File: src/hdl/assert_macros.svh
// ---------------------------------------------------------------------------
// assertion macros shared by the monitor modules
// ---------------------------------------------------------------------------
`ifndef ASSERT_MACROS_SVH
`define ASSERT_MACROS_SVH

// property checked at every rising edge outside reset
`define V86_ASSERT(lbl, clk, rst, prop, msg) \
   lbl: assert property (@(posedge clk) disable iff (rst) prop) else $error(msg);

// property checked at every rising edge, reset included
`define V86_ASSERT_ALWAYS(lbl, clk, prop, msg) \
   lbl: assert property (@(posedge clk) prop) else $error(msg);

`endif

File: src/hdl/v86mon_pkg.sv
// ---------------------------------------------------------------------------
// v86mon_pkg
// types, codes and helpers of the v86 sensitive instruction monitor
// ---------------------------------------------------------------------------
package v86mon_pkg;

   localparam int MaxResults = 4;
   localparam int CountWidth = $clog2(MaxResults + 1);

   typedef enum logic [1:0] {
      CMD_START = 2'd0,
      CMD_DATA  = 2'd1,
      CMD_WRITE = 2'd2,
      CMD_READ  = 2'd3
   } cmd_type;

   typedef enum logic [1:0] {
      KIND_READ  = 2'd0,
      KIND_WRITE = 2'd1,
      KIND_DONE  = 2'd2
   } kind_type;

   typedef enum logic [1:0] {
      SZ_BYTE  = 2'd0,
      SZ_WORD  = 2'd1,
      SZ_DWORD = 2'd2
   } size_type;

   typedef enum logic [2:0] {
      ST_OK        = 3'd0,
      ST_EXIT_IRET = 3'd1,
      ST_EXIT_POPF = 3'd2,
      ST_IO        = 3'd3,
      ST_UNKNOWN   = 3'd4,
      ST_NOT_V86   = 3'd5
   } status_type;

   typedef enum logic [2:0] {
      PH_IDLE    = 3'd0,
      PH_OPC     = 3'd1,
      PH_VECNUM  = 3'd2,
      PH_VEC     = 3'd3,
      PH_IRET_IP = 3'd4,
      PH_IRET_CS = 3'd5,
      PH_IRET_FL = 3'd6,
      PH_POPF    = 3'd7
   } phase_type;

   localparam logic [2:0] REG_CS     = 3'd0;
   localparam logic [2:0] REG_EIP    = 3'd1;
   localparam logic [2:0] REG_SS     = 3'd2;
   localparam logic [2:0] REG_ESP    = 3'd3;
   localparam logic [2:0] REG_EFLAGS = 3'd4;

   localparam logic [1:0] EXIT_NONE = 2'd0;
   localparam logic [1:0] EXIT_IRET = 2'd1;
   localparam logic [1:0] EXIT_POPF = 2'd2;

   localparam int IfBit  = 9;
   localparam int VmBit  = 17;
   localparam int Op32Bit = 6;

   localparam logic [7:0] OP_ES   = 8'h26;
   localparam logic [7:0] OP_CS   = 8'h2e;
   localparam logic [7:0] OP_SS   = 8'h36;
   localparam logic [7:0] OP_DS   = 8'h3e;
   localparam logic [7:0] OP_FS   = 8'h64;
   localparam logic [7:0] OP_GS   = 8'h65;
   localparam logic [7:0] OP_OPSZ = 8'h66;
   localparam logic [7:0] OP_ADSZ = 8'h67;
   localparam logic [7:0] OP_LOCK = 8'hf0;
   localparam logic [7:0] OP_REPN = 8'hf2;
   localparam logic [7:0] OP_REP  = 8'hf3;
   localparam logic [7:0] OP_INT  = 8'hcd;
   localparam logic [7:0] OP_IRET = 8'hcf;
   localparam logic [7:0] OP_PUSHF = 8'h9c;
   localparam logic [7:0] OP_POPF = 8'h9d;
   localparam logic [7:0] OP_CLI  = 8'hfa;
   localparam logic [7:0] OP_STI  = 8'hfb;

   localparam logic [31:0] IRET_LIM32 = 32'h0000_0ff4;
   localparam logic [31:0] IRET_LIM16 = 32'h0000_0ffa;
   localparam logic [31:0] POPF_LIM32 = 32'h0000_0ffc;
   localparam logic [31:0] POPF_LIM16 = 32'h0000_0ffe;

   typedef struct packed {
      kind_type    kind;
      size_type    size_code;
      logic [20:0] address;
      logic [31:0] write_data;
      logic [31:0] reg_value;
      status_type  status;
   } rsp_type;

   typedef struct packed {
      logic [CountWidth-1:0]        count;
      rsp_type [MaxResults-1:0]     slot;
   } bundle_type;

   function automatic logic [20:0] lin(input logic [15:0] seg, input logic [15:0] off);
      lin = {1'b0, seg, 4'b0000} + {5'b00000, off};
   endfunction

   function automatic rsp_type mk_read(input size_type sz, input logic [20:0] addr);
      rsp_type r;
      r = '0;
      r.kind = KIND_READ;
      r.size_code = sz;
      r.address = addr;
      r.status = ST_OK;
      mk_read = r;
   endfunction

   function automatic rsp_type mk_write(input size_type sz, input logic [20:0] addr,
                                        input logic [31:0] wd);
      rsp_type r;
      r = '0;
      r.kind = KIND_WRITE;
      r.size_code = sz;
      r.address = addr;
      r.write_data = wd;
      r.status = ST_OK;
      mk_write = r;
   endfunction

   function automatic rsp_type mk_done(input status_type st, input logic [31:0] rv);
      rsp_type r;
      r = '0;
      r.kind = KIND_DONE;
      r.size_code = SZ_BYTE;
      r.reg_value = rv;
      r.status = st;
      mk_done = r;
   endfunction

   // prefix byte to its mask bit, zero for anything else
   function automatic logic [10:0] prefix_bit(input logic [7:0] b);
      logic [10:0] m;
      m = '0;
      unique case (b)
         OP_ES:   m = 11'h001;
         OP_CS:   m = 11'h002;
         OP_SS:   m = 11'h004;
         OP_DS:   m = 11'h008;
         OP_FS:   m = 11'h010;
         OP_GS:   m = 11'h020;
         OP_OPSZ: m = 11'h040;
         OP_ADSZ: m = 11'h080;
         OP_LOCK: m = 11'h100;
         OP_REPN: m = 11'h200;
         OP_REP:  m = 11'h400;
         default: m = '0;
      endcase
      prefix_bit = m;
   endfunction

   // in, out, ins and outs opcodes
   function automatic logic is_io(input logic [7:0] b);
      is_io = (b[7:2] == 6'b111001) || (b[7:2] == 6'b011011) || (b[7:2] == 6'b111011);
   endfunction

endpackage

File: src/hdl/v86mon_core.sv
// ---------------------------------------------------------------------------
// v86mon_core
// guest register file, handler phase and decode of one incoming word into
// the full set of results it causes
// ---------------------------------------------------------------------------
`include "assert_macros.svh"

module v86mon_core
   import v86mon_pkg::*;
(
   input  logic        clock,
   input  logic        reset,
   input  logic        accept,
   input  cmd_type     cmd,
   input  logic [31:0] data,
   input  logic [2:0]  reg_index,
   output bundle_type  bundle
);

   logic [15:0] cs_ff, cs_in, ss_ff, ss_in;
   logic [31:0] eip_ff, eip_in, esp_ff, esp_in, eflags_ff, eflags_in;
   logic [10:0] prefix_ff, prefix_in;
   phase_type   phase_ff, phase_in;
   logic [1:0]  pend_ff, pend_in;

   logic        op32;
   logic [7:0]  opc;
   logic [10:0] pbit;
   size_type    pop_sz;
   logic [15:0] pop_step;
   logic [15:0] esp1, esp2, esp3;
   logic [20:0] pop_addr;

   always_ff @(posedge clock) begin
      if (reset) begin
         cs_ff     <= '0;
         eip_ff    <= '0;
         ss_ff     <= '0;
         esp_ff    <= '0;
         eflags_ff <= '0;
         prefix_ff <= '0;
         phase_ff  <= PH_IDLE;
         pend_ff   <= EXIT_NONE;
      end else if (accept) begin
         cs_ff     <= cs_in;
         eip_ff    <= eip_in;
         ss_ff     <= ss_in;
         esp_ff    <= esp_in;
         eflags_ff <= eflags_in;
         prefix_ff <= prefix_in;
         phase_ff  <= phase_in;
         pend_ff   <= pend_in;
      end
   end

   assign op32     = prefix_ff[Op32Bit];
   assign opc      = data[7:0];
   assign pbit     = prefix_bit(opc);
   assign pop_sz   = op32 ? SZ_DWORD : SZ_WORD;
   assign pop_step = op32 ? 16'd4 : 16'd2;
   assign pop_addr = lin(ss_ff, esp_ff[15:0]);
   assign esp1     = esp_ff[15:0] - 16'd2;
   assign esp2     = esp_ff[15:0] - 16'd4;
   assign esp3     = esp_ff[15:0] - 16'd6;

   always_comb begin
      cs_in     = cs_ff;
      eip_in    = eip_ff;
      ss_in     = ss_ff;
      esp_in    = esp_ff;
      eflags_in = eflags_ff;
      prefix_in = prefix_ff;
      phase_in  = phase_ff;
      pend_in   = pend_ff;
      bundle    = '0;

      unique case (cmd)
         CMD_START: begin
            prefix_in = '0;
            pend_in   = EXIT_NONE;
            if (!eflags_ff[VmBit]) begin
               bundle.slot[0] = mk_done(ST_NOT_V86, 32'd0);
               bundle.count   = CountWidth'(1);
               phase_in       = PH_IDLE;
            end else begin
               bundle.slot[0] = mk_read(SZ_BYTE, lin(cs_ff, eip_ff[15:0]));
               bundle.count   = CountWidth'(1);
               eip_in         = eip_ff + 32'd1;
               phase_in       = PH_OPC;
            end
         end

         CMD_WRITE: begin
            unique case (reg_index)
               REG_CS:     cs_in     = data[15:0];
               REG_EIP:    eip_in    = data;
               REG_SS:     ss_in     = data[15:0];
               REG_ESP:    esp_in    = data;
               REG_EFLAGS: eflags_in = data;
               default:    ;
            endcase
         end

         CMD_READ: begin
            bundle.count = CountWidth'(1);
            unique case (reg_index)
               REG_CS:     bundle.slot[0] = mk_done(ST_OK, {16'd0, cs_ff});
               REG_EIP:    bundle.slot[0] = mk_done(ST_OK, eip_ff);
               REG_SS:     bundle.slot[0] = mk_done(ST_OK, {16'd0, ss_ff});
               REG_ESP:    bundle.slot[0] = mk_done(ST_OK, esp_ff);
               REG_EFLAGS: bundle.slot[0] = mk_done(ST_OK, eflags_ff);
               default:    bundle.slot[0] = mk_done(ST_OK, 32'd0);
            endcase
         end

         CMD_DATA: begin
            unique case (phase_ff)
               PH_OPC: begin
                  bundle.count = CountWidth'(1);
                  if (pbit != '0) begin
                     prefix_in      = prefix_ff | pbit;
                     bundle.slot[0] = mk_read(SZ_BYTE, lin(cs_ff, eip_ff[15:0]));
                     eip_in         = eip_ff + 32'd1;
                  end else begin
                     priority if (opc == OP_INT) begin
                        phase_in       = PH_VECNUM;
                        bundle.slot[0] = mk_read(SZ_BYTE, lin(cs_ff, eip_ff[15:0]));
                        eip_in         = eip_ff + 32'd1;
                     end else if (opc == OP_IRET || opc == OP_POPF) begin
                        // exit check looks at the full esp before the first pop
                        if (opc == OP_IRET) begin
                           if (esp_ff > (op32 ? IRET_LIM32 : IRET_LIM16)) pend_in = EXIT_IRET;
                           phase_in = PH_IRET_IP;
                        end else begin
                           if (esp_ff > (op32 ? POPF_LIM32 : POPF_LIM16)) pend_in = EXIT_POPF;
                           phase_in = PH_POPF;
                        end
                        bundle.slot[0] = mk_read(pop_sz, pop_addr);
                        esp_in         = {16'd0, esp_ff[15:0] + pop_step};
                     end else if (opc == OP_PUSHF) begin
                        if (op32) begin
                           esp_in         = {16'd0, esp2};
                           bundle.slot[0] = mk_write(SZ_DWORD, lin(ss_ff, esp2), eflags_ff);
                        end else begin
                           esp_in         = {16'd0, esp1};
                           bundle.slot[0] = mk_write(SZ_WORD, lin(ss_ff, esp1),
                                                     {16'd0, eflags_ff[15:0]});
                        end
                        bundle.slot[1] = mk_done(ST_OK, 32'd0);
                        bundle.count   = CountWidth'(2);
                        phase_in       = PH_IDLE;
                        pend_in        = EXIT_NONE;
                     end else if (opc == OP_CLI || opc == OP_STI) begin
                        eflags_in[IfBit] = (opc == OP_STI);
                        bundle.slot[0]   = mk_done(ST_OK, 32'd0);
                        phase_in         = PH_IDLE;
                        pend_in          = EXIT_NONE;
                     end else begin
                        bundle.slot[0] = mk_done(is_io(opc) ? ST_IO : ST_UNKNOWN, 32'd0);
                        phase_in       = PH_IDLE;
                        pend_in        = EXIT_NONE;
                     end
                  end
               end

               PH_VECNUM: begin
                  // flags, cs and ip always go out as words
                  bundle.slot[0] = mk_write(SZ_WORD, lin(ss_ff, esp1),
                                            {16'd0, eflags_ff[15:0]});
                  bundle.slot[1] = mk_write(SZ_WORD, lin(ss_ff, esp2), {16'd0, cs_ff});
                  bundle.slot[2] = mk_write(SZ_WORD, lin(ss_ff, esp3),
                                            {16'd0, eip_ff[15:0]});
                  bundle.slot[3] = mk_read(SZ_DWORD, {11'd0, opc, 2'b00});
                  bundle.count   = CountWidth'(4);
                  esp_in         = {16'd0, esp3};
                  phase_in       = PH_VEC;
               end

               PH_VEC: begin
                  eip_in         = {16'd0, data[15:0]};
                  cs_in          = data[31:16];
                  bundle.slot[0] = mk_done(ST_OK, 32'd0);
                  bundle.count   = CountWidth'(1);
                  phase_in       = PH_IDLE;
                  pend_in        = EXIT_NONE;
               end

               PH_IRET_IP, PH_IRET_CS: begin
                  if (phase_ff == PH_IRET_IP) begin
                     eip_in   = op32 ? data : {16'd0, data[15:0]};
                     phase_in = PH_IRET_CS;
                  end else begin
                     cs_in    = data[15:0];
                     phase_in = PH_IRET_FL;
                  end
                  bundle.slot[0] = mk_read(pop_sz, pop_addr);
                  bundle.count   = CountWidth'(1);
                  esp_in         = {16'd0, esp_ff[15:0] + pop_step};
               end

               PH_IRET_FL, PH_POPF: begin
                  eflags_in      = op32 ? data : {eflags_ff[31:16], data[15:0]};
                  bundle.slot[0] = mk_done(status_type'({1'b0, pend_ff}), 32'd0);
                  bundle.count   = CountWidth'(1);
                  phase_in       = PH_IDLE;
                  pend_in        = EXIT_NONE;
               end

               default: ;
            endcase
         end

         default: ;
      endcase
   end

   `V86_ASSERT(a_idle_no_exit, clock, reset, (phase_ff == PH_IDLE) |-> (pend_ff == EXIT_NONE), "exit status pending while idle")
   `V86_ASSERT(a_vec_after_int, clock, reset, (phase_ff == PH_VEC) |-> ($past(phase_ff) == PH_VECNUM || $past(phase_ff) == PH_VEC), "vector phase entered without vector number")

endmodule

File: src/hdl/v86mon_out.sv
// ---------------------------------------------------------------------------
// v86mon_out
// result register: holds the results of one accepted word and hands them
// out one per handshake, oldest first
// ---------------------------------------------------------------------------
`include "assert_macros.svh"

module v86mon_out
   import v86mon_pkg::*;
(
   input  logic       clock,
   input  logic       reset,
   input  logic       in_valid,
   output logic       in_ready,
   input  bundle_type bundle,
   output logic       out_valid,
   input  logic       out_ready,
   output rsp_type    out_rsp,
   output logic       out_last
);

   logic [CountWidth-1:0]    cnt_ff;
   rsp_type [MaxResults-1:0] slot_ff;
   logic                     fire_in;
   logic                     fire_out;

   assign out_valid = (cnt_ff != '0);
   assign out_last  = (cnt_ff == CountWidth'(1));
   assign out_rsp   = slot_ff[0];
   assign fire_out  = out_valid && out_ready;
   // take the next word when empty or while the last pending result leaves
   assign in_ready  = !out_valid || (out_last && out_ready);
   assign fire_in   = in_valid && in_ready;

   always_ff @(posedge clock) begin
      if (reset) begin
         cnt_ff <= '0;
      end else if (fire_in) begin
         cnt_ff <= bundle.count;
      end else if (fire_out) begin
         cnt_ff <= cnt_ff - CountWidth'(1);
      end
   end

   always_ff @(posedge clock) begin
      if (fire_in) begin
         slot_ff <= bundle.slot;
      end else if (fire_out) begin
         for (int i = 0; i < MaxResults - 1; i++) begin
            slot_ff[i] <= slot_ff[i+1];
         end
      end
   end

   `V86_ASSERT(a_cnt_range, clock, reset, (cnt_ff <= CountWidth'(MaxResults)), "result count out of range")
   `V86_ASSERT(a_empty_ready, clock, reset, (cnt_ff == '0) |-> in_ready, "empty result register refuses input")
   `V86_ASSERT(a_more_follow, clock, reset, (fire_out && !fire_in && cnt_ff > CountWidth'(1)) |=> (out_valid && cnt_ff == $past(cnt_ff) - CountWidth'(1)), "result dropped")

endmodule

File: src/hdl/v86_sensitive_instruction_monitor.sv
// ---------------------------------------------------------------------------
// v86_sensitive_instruction_monitor
// emulates one faulting virtual-8086 instruction against held guest state
// ---------------------------------------------------------------------------
// usage:
//   req channel carries commands: start handler, memory read data, guest
//   register write and guest register read. rsp channel carries memory read
//   and write requests and done words; tlast marks the last word caused by
//   one request word.
//   latency: the first result of a request word is valid in the cycle after
//   it is accepted.
//   throughput: one request word per cycle while each causes at most one
//   result and rsp_tready is high; a word with n results (int n gives four)
//   holds the request side as the result register drains one per handshake.
//   register writes and read data with nothing pending give no result.
//   reset: guest registers, prefix mask and exit status clear, the handler
//   goes idle and the result register empties.
//   stall: while rsp_tready is low the pending result holds and req_tready
//   stays low as long as the result register holds any word.
// ---------------------------------------------------------------------------
module v86_sensitive_instruction_monitor
   import v86mon_pkg::*;
(
   input  logic        clock,
   input  logic        reset,
   input  logic        req_tvalid,
   output logic        req_tready,
   input  logic [31:0] req_tdata,  // data
   input  logic [4:0]  req_tuser,  // cmd, reg_index
   output logic        rsp_tvalid,
   input  logic        rsp_tready,
   output logic [95:0] rsp_tdata,  // size_code, address, write_data, reg_value, status
   output logic [1:0]  rsp_tuser,  // kind
   output logic        rsp_tlast
);

   bundle_type bundle;
   rsp_type    rsp;
   logic       accept;

   assign accept = req_tvalid && req_tready;

   v86mon_core u_core (
      .clock     (clock),
      .reset     (reset),
      .accept    (accept),
      .cmd       (cmd_type'(req_tuser[1:0])),
      .data      (req_tdata),
      .reg_index (req_tuser[4:2]),
      .bundle    (bundle)
   );

   v86mon_out u_out (
      .clock     (clock),
      .reset     (reset),
      .in_valid  (req_tvalid),
      .in_ready  (req_tready),
      .bundle    (bundle),
      .out_valid (rsp_tvalid),
      .out_ready (rsp_tready),
      .out_rsp   (rsp),
      .out_last  (rsp_tlast)
   );

   assign rsp_tuser = rsp.kind;
   assign rsp_tdata = {6'd0, rsp.status, rsp.reg_value, rsp.write_data,
                       rsp.address, rsp.size_code};

endmodule
File: config.mk
export PLATFORM = sky130hd
export DESIGN_NAME = v86_sensitive_instruction_monitor
export DESIGN_NICKNAME = d
export VERILOG_FILES = /design/src/hdl/v86mon_pkg.sv /design/src/hdl/v86mon_core.sv /design/src/hdl/v86mon_out.sv /design/src/hdl/v86_sensitive_instruction_monitor.sv
export VERILOG_INCLUDE_DIRS = /design/src /design/src/hdl
export SDC_FILE = /design/constraint.sdc
export NUM_CORES = 1
export LEC_CHECK = 0
export ABC_CLOCK_PERIOD_IN_PS = 8800
export CORE_UTILIZATION = 40
export DETAILED_ROUTE_END_ITERATION = 8
export DONT_BUFFER_PORTS = 1
export PLACE_DENSITY = 0.51
export SLEW_MARGIN = 20
export SYNTH_ARGS = -nofsm -noshare
export SYNTH_HDL_FRONTEND = slang
export SYNTH_SLANG_ARGS = --single-unit
File: constraint.sdc
create_clock -name clock -period 8.8 [get_ports clock]
set_clock_uncertainty 0.15 [all_clocks]
set_input_delay 0.88 -clock clock [delete_from_list [all_inputs] [get_ports clock]]
set_output_delay 0.88 -clock clock [all_outputs]
set_load 0.02 [all_outputs]
-- Word-level counts from Yosys, hierarchy flattened
Cells that the tools add are included.
W data, S select, Z words.
- output and inout port bits: 101
- input port bits: 41
- register bits after elaboration: 515
- logic and storage cells: 227
- $lt $le $gt $ge: 2
- bitwise operators: 1
- muxes and demuxes: 83
- add/subtract/negate cells: 11
- equality and inequality tests: 61
- reduce and logical (&&, ||, !) cells: 33
- operator list (kind ; count):
    $mux W92 ; 9
    $mux W276 ; 2
    $pmux W92 S5 ; 1
    $mux W32 ; 13
    $pmux W32 S3 ; 3
    $pmux W92 S3 ; 1
    $mux W184 ; 1
    $pmux W92 S2 ; 1
    $mux W182 ; 1
    $pmux W35 S5 ; 1
    $pmux W32 S2 ; 2
    $pmux W11 S11 ; 1
    $add A20 B16 Y21 ; 5
    $mux W90 ; 1
    $eq A8 B8 Y1 const B ; 9
    $gt A32 B32 Y1 ; 2
    $pmux W16 S2 ; 2
    $mux W16 ; 3
    $mux W3 ; 11
    $add A32 B1 Y32 const B ; 1
    $eq A8 B6 Y1 const B ; 4
    $eq A8 B7 Y1 const B ; 4
    $sub A16 B3 Y16 const B ; 2
    $ne A3 B3 Y1 const B ; 8
    47 further kinds ; 103

-- Logic depth before layout (Yosys ltp)
Gate-level depths: netlist of the first run.
- depth in word-level cells: 12
- mapped depth: 17
- depth with buffers taken out: 16

-- Hierarchy
From an unflattened synthesis of the first run, not the netlist that was laid out.
- cells, all modules: 3573
- area, all modules: 30938.4 um2
- modules (own cells, without submodules) (module ; area an instance (um2) ; sequential area each (um2) ; cells an instance ; instances):
    v86mon_out ; 15569.9 ; 11110.7 ; 1382 ; 1
    v86mon_core ; 15313.4 ; 2682.6 ; 2183 ; 1
    v86_sensitive_instruction_monitor ; 55.1 ; 0.0 ; 8 ; 1

-- Worst setup path before layout of the first run
No wires, ideal clock.
- kind: input-to-reg
- start point: input req_tvalid
- end point: register u_out.slot_ff (netlist bit u_out.out_rsp[0]), enable pin
- library setup time: 523 ps
- stages: 2
- data required time: 8127 ps
- path slack: 3802 ps
- arrival time: 4325 ps
- buffers on the path: 0
- cell sequence: mux2i_1 -> inv_1
- longest elaborated chain between the ends: 2
- ends and longest elaborated chain (what ; line ; text):
    start: declaration ; v86_sensitive_instruction_monitor.sv:26 ; input logic req_tvalid,
    $logic_and A1 B1 Y1 ; v86mon_out.sv:33 ; assign fire_in = in_valid && in_ready;
    $reduce_bool A2 Y1 (no source line) ; - ;
    end signal: assignment ; v86mon_out.sv:47 ; slot_ff <= bundle.slot;
    end signal: indexed assignment ; v86mon_out.sv:50 ; slot_ff[i] <= slot_ff[i+1];
    end: declaration ; v86mon_out.sv:23 ; rsp_type [MaxResults-1:0] slot_ff;
No other way between the ends.
A chain may end at the register's enable or synchronous reset.

-- Worst setup path after layout of the first run
- start point: register u_core.esp_ff[3]
- end point: register u_out.slot_ff (netlist bit u_out.out_rsp[86]), data pin
- longest elaborated chain between the ends: 10
- elaborated cells between the ends (all ways): 13
- those cells by class: 5 x add/sub; 8 x mux
- ends and longest elaborated chain (what ; line ; text):
    start: declaration ; v86mon_core.sv:21 ; logic [31:0] eip_ff, eip_in, esp_ff, esp_in, eflags_ff, eflags_in;
    start signal: assignment ; v86mon_core.sv:48 ; esp_ff <= esp_in;
    $sub A16 B2 Y16 or $sub A16 B3 Y16 (tied branches) ; v86mon_core.sv:62, v86mon_core.sv:63 ;
    $add A20 B16 Y21 ; v86mon_pkg.sv:101 ; lin = {1'b0, seg, 4'b0000} + {5'b00000, off};
    $mux W90 ; v86mon_core.sv:141 ; if (op32) begin
    $mux W92 ; v86mon_core.sv:140 ; end else if (opc == OP_PUSHF) begin
    $mux W92 ; v86mon_core.sv:129 ; end else if (opc == OP_IRET || opc == OP_POPF) begin
    $mux W92 ; v86mon_core.sv:125 ; priority if (opc == OP_INT) begin
    $mux W92 ; v86mon_core.sv:120 ; if (pbit != '0) begin
    $pmux W92 S5 (*) ; v86mon_core.sv:117 ; unique case (phase_ff)
    $pmux W92 S3 (*) ; v86mon_core.sv:77 ; unique case (cmd)
    $mux W276 (*) ; v86mon_out.sv:46 ; if (fire_in) begin
Every way passes the cells marked *; elsewhere a longest branch is shown, timed or not.

==> results of run 1 <==
[synthesized netlist by cell type (62+ instances only)]
cell / n
ha_1: 83
buf_4: 103
xnor2_1: 62
a21oi_1: 154
nor2_1: 265
a22oi_1: 73
o21ai_0: 105
clkbuf_1: 111
nand3_1: 65
edfxtp_1: 180
nand2_1: 265
dfxtp_1: 137
[final cells by class]
class                   count  area, um2
well taps                 680        851
clock buffers              53       1080
fillers                  5182      29500
multi-input cells        1760      11200
inverters                  44        170
clock inverters            16        274
repair buffers             35        263
flip-flops and latches    317       8150
[logic make-up (layout without fill, tap and decap cells)]
logic type	after synthesis	count (layout)	synth area share
fa+ha+maj	89	89	0.0554
flops	317	317	0.389
simple gates	848	848	0.188
buf+inv	308	148	0.0761
compound gates	638	638	0.211
xor+xnor	108	108	0.0452
mux	71	71	0.0349
other cells	1	6	0.000179
[cell usage in the layout, fill, tap and decap left out, drive strengths merged, types with 7 or more instances in the layout]
cell    count
nor2      268
nand2     265
edfxtp    180
a21oi     158
dfxtp     137
o21ai     113
ha         83
a22oi      73
nand3      65
nor3       63
xnor2      62
mux2i      56
a22o       56
and3       55
clkbuf     53
xor2       46
inv        43
buf        35
a21o       29
and2       28
a211oi     28
nand4      26
o211ai     21
a311oi     20
a221oi     17
o22a       15
mux2       15
nor4       13
o22ai      12
nor2b      12
or3        11
a31oi      11
o21a       10
nand2b      9
clkinv      9
o31ai       8
bufinv      7
[flip-flops by register name, indices dropped and copies added, names as in the netlist]
signal and flops:
u_core.phase_ff 3, u_core.ss_ff 16, u_out.slot_ff 88, u_out.cnt_ff 3, u_core.cs_ff 16, u_core.prefix_ff 1
u_core.eflags_ff 32, u_out.out_rsp 92, u_core.eip_ff 32, u_core.esp_ff 32, u_core.pend_ff 2
[worst max-delay path by stage]
| stage | to | slack, ps | cells past startpoint |
|---|---|---|---|
| 6_report | u_out.out_rsp[86] | 3600 | 16 |
| 5_1_grt | u_out.out_rsp[86] | 3110 | 16 |
| 4_1_cts | u_out.out_rsp[86] | 3780 | 16 |
| 3_5_place_dp | u_out.out_rsp[86] | 3790 | 16 |
| 3_3_place_gp | u_out.out_rsp[86] | 3870 | 16 |
| 2_1_floorplan | u_out.out_rsp[0] | 3800 | 2 |
[per-stage QoR]
step           hold slack, ps  setup WS, ps  instance area, um2  cells
5_1_grt                   217          3110               22000   2905
3_3_place_gp              300          3870               20700   2836
2_1_floorplan             288          3800               20900   2385
3_5_place_dp              309          3790               20700   2836
4_1_cts                   215          3780               22000   2905
6_report                  231          3600               22000   2905
[metal layers]
layer,global-route usage,vias up,share of wire,routed length (um)
li1,-,8233,-,-
met1,0.424,8766,0.44,35300
met2,0.424,902,0.42,33500
met3,0.0655,144,0.099,7940
met4,0.114,2,0.042,3400
met5,0,-,0.00016,13
[power by group through the flow]
stage	logic (mW)	clock network (mW)	registers (mW)
6_report	1.99	1.74	2.64
5_1_grt	2.15	1.81	2.69
4_1_cts	1.97	1.76	2.65
3_5_place_dp	1.96	0	2.67
3_3_place_gp	1.96	0	2.67
2_1_floorplan	1.90	0	2.33
==> results by group, run 1 <==
Hold path
  – HP Start: reset
  – Hold endpoint: u_core.esp_ff[29]
  – HP Class: input port to flip-flop
  – Hold Path Depth: 1

Clock network
  – Reg clk slew, reported paths: 60 ps
  – CTS H-tree lvls: 2
  – Clk sink count: 317
  – Clock tree root driver cell: clkbuf_16
  – Total CTS buffers: 38
  – CTS resizes: 0
  – Worst skew pair latency: 580 ps
  – Hold_buf cts: 0
  – TritonCTS clock tree: built
  – Longest Clk Path Bufs: 3
  – Setup bufs post-CTS: 0

Detailed routing
  – Drt drc: 0
  – Via count: 18,000
  – WL final: 80,200 um
  – ANT nets after route: 0
  – DRT iter0 DRCs: 2,153
  – DR vias/cell: 6.21
  – Drt first pass iters: 7
  – Wire per inst: 27.6 um

Timing
  – Worst Tran Pin Value: 1060 ps
  – Setup_tns: 0 ps
  – Final Max Slew Viols: 0
  – Max frequency: 0.192 GHz
  – Slew margin rel.: 0.290
  – Final setup viols: 0
  – RSZ-0062 raised after global routing: false
  – Fin crit period: 5200 ps
  – Final cycle utilization of the critical path: 0.591
  – Final count of hold timing violations: 0

Placed design
  – DP HPWL: 56,600 um
  – Buffers on Ports: 0
  – Global placement routability congestion: 0.937

GRT
  – Initial antenna violation count: 1
  – First-pass GRT wire length: 116,000 um
  – Number of global-route vias before repair: 16,700
  – Total gr overflow: 0
  – Largest net degree at the start of global routing: 132
  – GRT Resource Usage Total: 0.294

Worst setup path
  – Worst r2r path cells: 16
  – CP Capture Type: flip-flop
  – Slowest CP cell: nor3_1
  – Crit path launch type: flip-flop
  – Delay-heaviest family, CP: simple AND/OR/NAND/NOR gates
  – CP Buf/Inv Count: 1
  – Critical-path cell list: inv_1 -> ha_1 -> nor3b_2 -> nand3_1 -> nor2_1 -> nand2_1 -> xnor2_1 -> ha_1 -> nand2_1 -> o21ai_0 -> nor4b_1 -> nor3_1 -> o22ai_1 -> a21o_1 -> a221oi_1 -> o221ai_1
  – Crit path largest cell delay: 860 ps
  – CP Max Fanout: 24
  – Kind of critical path: flip-flop to flip-flop
  – Reg2Reg Launch Point: u_core.esp_ff[3]
  – Reg2reg end: u_out.out_rsp[86]
  – Slack of the worst reg-to-reg path: 3600 ps
  – Crit path required time: 8950 ps
  – CP arrival: 5350 ps
  – Crit path from: u_core.esp_ff[3]

Floorplan
  – Die area: 0.0532 mm2
  – Starting Density: 0.406
  – CORE AREA: 0.0515 mm2
  – Die height: 231 um
  – I/O pin count: 142
  – Die X: 231 um
  – Num rows: 83

Job
  – Max-Cap Viols: 0

Synthesis
  – Yosys cell types: 96
  – Synth warn: 0
  – Yosys top cell area share: 0.258
  – Register bit count reported by yosys: 317
  – Top cell type by total area after synthesis: edfxtp_1
  – EDFF count, synth: 180
  – Syn Area/Cell: 8.79 um2
  – Seq/Total Area, Yosys: 0.389
  – Cell area after synthesis: 0.0209 mm2
  – Synth area leaders: edfxtp_1 26%, dfxtp_1 13%, ha_1 5.0%
  – Most used DFF post-synth: edfxtp_1
  – Cells after Synth: 2,380
  – Async set-reset flop share out of synthesis: 0

Outcome
  – Outcome: finished, final reports clean

Power and ir drop
  – Gate power share: 0.312
  – Internal: 3.89 mW
  – Sw Ratio: 0.390
  – Seq pwr share: 0.415
  – Clk pwr share: 0.273
  – NetSw: 2.49 mW
  – Total Power: 6.38 mW
  – Pwr Density: 289 mW/mm2
  – Peak supply drop: 0.137 mV
  – Leak: 8.34 nW

Cells and area
  – Ant. Diodes: 0
  – Final #Nets: 2,326
  – Post-layout util: 0.428
  – Synthesis-to-finish area growth: 5.27%
  – Layout cells sized above 1: 0.0701
Note: power is estimated with default switching activity, not from simulation.
==> run 2, diff against run 1 <==
- ABC_CLOCK_PERIOD_IN_PS: 8800 -> 4650
- PLACE_DENSITY: 0.51 -> 0.53
- clock period: 8.8 -> 4.65 ns (I/O delays scaled with it)
==> run 2 against run 1 <==
Net effect:
- first-iteration DRC count rose by 7.1%
- cell count rose by 2.6%
- critical path depth rose by 2
- critical endpoint unchanged
==> results by group, run 2 (synthesis results as in run 1) <==
Detailed routing
  – WL final: 85,000 um
  – Drt first pass iters: 6
  – Drt drc: 0
  – ANT nets after route: 0
  – DR vias/cell: 6.29
  – Wire per inst: 28.5 um
  – DRT iter0 DRCs: 2,306
  – Via count: 18,800

Timing
  – Slew margin rel.: 0.344
  – Final setup viols: 0
  – Setup_tns: 0 ps
  – Final Max Slew Viols: 0
  – Worst Tran Pin Value: 984 ps
  – Final count of hold timing violations: 0
  – Fin Hold WS: 17.3 ps
  – RSZ-0062 raised after global routing: false
  – Final cycle utilization of the critical path: 0.897
  – Fin crit period: 4170 ps
  – Max frequency: 0.240 GHz

Power and ir drop
  – NetSw: 4.80 mW
  – Leak: 8.65 nW
  – Peak supply drop: 0.298 mV
  – Sw Ratio: 0.399
  – Total Power: 12.0 mW
  – Pwr Density: 531 mW/mm2
  – Internal: 7.23 mW
  – Gate power share: 0.329
  – Clk pwr share: 0.258
  – Seq pwr share: 0.412

Clock network
  – Clock tree root driver cell: clkbuf_16
  – Reg clk slew, reported paths: 60 ps
  – TritonCTS clock tree: built
  – Worst skew pair latency: 590 ps
  – CTS resizes: 0
  – Clk sink count: 317
  – Longest Clk Path Bufs: 3
  – Total CTS buffers: 39
  – CTS H-tree lvls: 2

GRT
  – Largest net degree at the start of global routing: 130
  – GRT Resource Usage Total: 0.312
  – Total gr overflow: 0
  – Initial antenna violation count: 3
  – First-pass GRT wire length: 122,000 um
  – Number of global-route vias before repair: 17,100

Job
  – Max-Cap Viols: 0

Worst setup path
  – Critical-path cell list: inv_1 -> ha_1 -> nor3b_2 -> buf_4 -> nand3_1 -> nor2_1 -> nand2_1 -> xnor2_1 -> ha_1 -> nand2_1 -> o21ai_0 -> nor4b_1 -> nor3_1 -> buf_4 -> o22ai_1 -> a21o_1 -> a221oi_1 -> o221ai_1
  – Worst r2r path cells: 18
  – Crit path required time: 4780 ps
  – Worst Setup EP: u_out.out_rsp[86]
  – Reg2Reg Launch Point: u_core.esp_ff[3]
  – Crit path largest cell delay: 400 ps
  – Slack of the worst reg-to-reg path: 480 ps
  – Reg2reg end: u_out.out_rsp[86]
  – Slowest CP cell: ha_1
  – Crit path launch type: flip-flop
  – CP arrival: 4300 ps
  – CP Capture Type: flip-flop
  – Crit path from: u_core.esp_ff[3]
  – Kind of critical path: flip-flop to flip-flop
  – CP Max Fanout: 7

Cells and area
  – Largest register FFs: 92
  – Synthesis-to-finish area growth: 8.29%
  – Non-filler cells, final: 2,980
  – Design area: 0.0227 mm2
  – Final #Nets: 2,398
  – Layout cells sized above 1: 0.0853
  – Most frequent cells in the layout: 265 x nand2_1, 265 x nor2_1, 180 x edfxtp_1, 153 x a21oi_1, 137 x dfxtp_1

Placed design
  – DP HPWL: 59,000 um
  – Buffers on Ports: 0
  – Area of placed instances: 0.0210 mm2
  – Dpl cells: 2,871
  – Global placement routability congestion: 0.960

Floorplan
  – I/O pin count: 142
  – Die height: 231 um
  – Die X: 231 um
  – Starting Density: 0.406
  – Num rows: 83
  – Die area: 0.0532 mm2
  – CORE AREA: 0.0515 mm2

Hold path
  – HP Class: input port to flip-flop

Outcome
  – Outcome: finished, final reports clean
==> run 2: timing repair <==
| action | 4_1_cts | 5_1_grt |
|---|---|---|
| hold buffers | 36 | 0 |
| hold endpoints to repair | 140 | 0 |
| setup buffers | 0 | 0 |
==> run 2: per-stage QoR <==
step,util,setup slack (ps)
6_report,0.440,481
5_1_grt,0.440,171
4_1_cts,0.440,555
3_5_place_dp,0.407,571
3_3_place_gp,0.407,591
2_1_floorplan,-,256
==> run 2: how the worst min path moves through the flow <==
stage                      startpoint                   to  slack, ps  cells after the start
finish                   req_tdata[9]     u_core.esp_ff[9]         20                      2
global placement    u_core.pend_ff[0]    u_core.pend_ff[0]        300                      2
global route             req_tdata[1]  u_core.prefix_ff[6]         10                      2
CTS                      req_tdata[9]     u_core.esp_ff[9]        0.6                      2
floorplan           u_core.pend_ff[1]    u_core.pend_ff[1]        290                      2
detailed placement  u_core.pend_ff[1]    u_core.pend_ff[1]        310                      2
==> run 2: final cells by class <==
cell class | count | area [um2]
multi-input combinational | 1760 | 11200
timing repair buffer | 106 | 941
clock inverter | 24 | 248
tap | 680 | 851
sequential | 317 | 8150
fill | 5111 | 28900
clock buffer | 47 | 1060
inverter | 44 | 169
antenna | 2 | 5.00
==> run 2: per-layer routing <==
metal	wire length, um	GRT usage	share of wire
met1	38100	0.458	0.45
met2	35400	0.449	0.42
met3	8040	0.0593	0.095
met4	3390	0.120	0.040
met5	0	0	0
==> run 2: critical path: cells and delay by family, from the launching register on <==
family                   cells  cell delay, ps
adder cells (fa/ha/maj)      2             650
AO/OA/AOI/OAI                5            1090
AND/OR/NAND/NOR              7            1030
buffers and inverters        3             470
XOR/XNOR                     1             160
flip-flops                   1             330
==> run 2: power by group through the flow <==
stage | Sequential (mW) | Clock [mW] | Combinational [mW]
global placement | 5.00 | 0 | 3.77
detailed placement | 5.01 | 0 | 3.80
floorplan | 4.38 | 0 | 3.59
CTS | 4.97 | 3.16 | 3.89
finish | 4.96 | 3.11 | 3.96
global route | 5.04 | 3.27 | 4.26
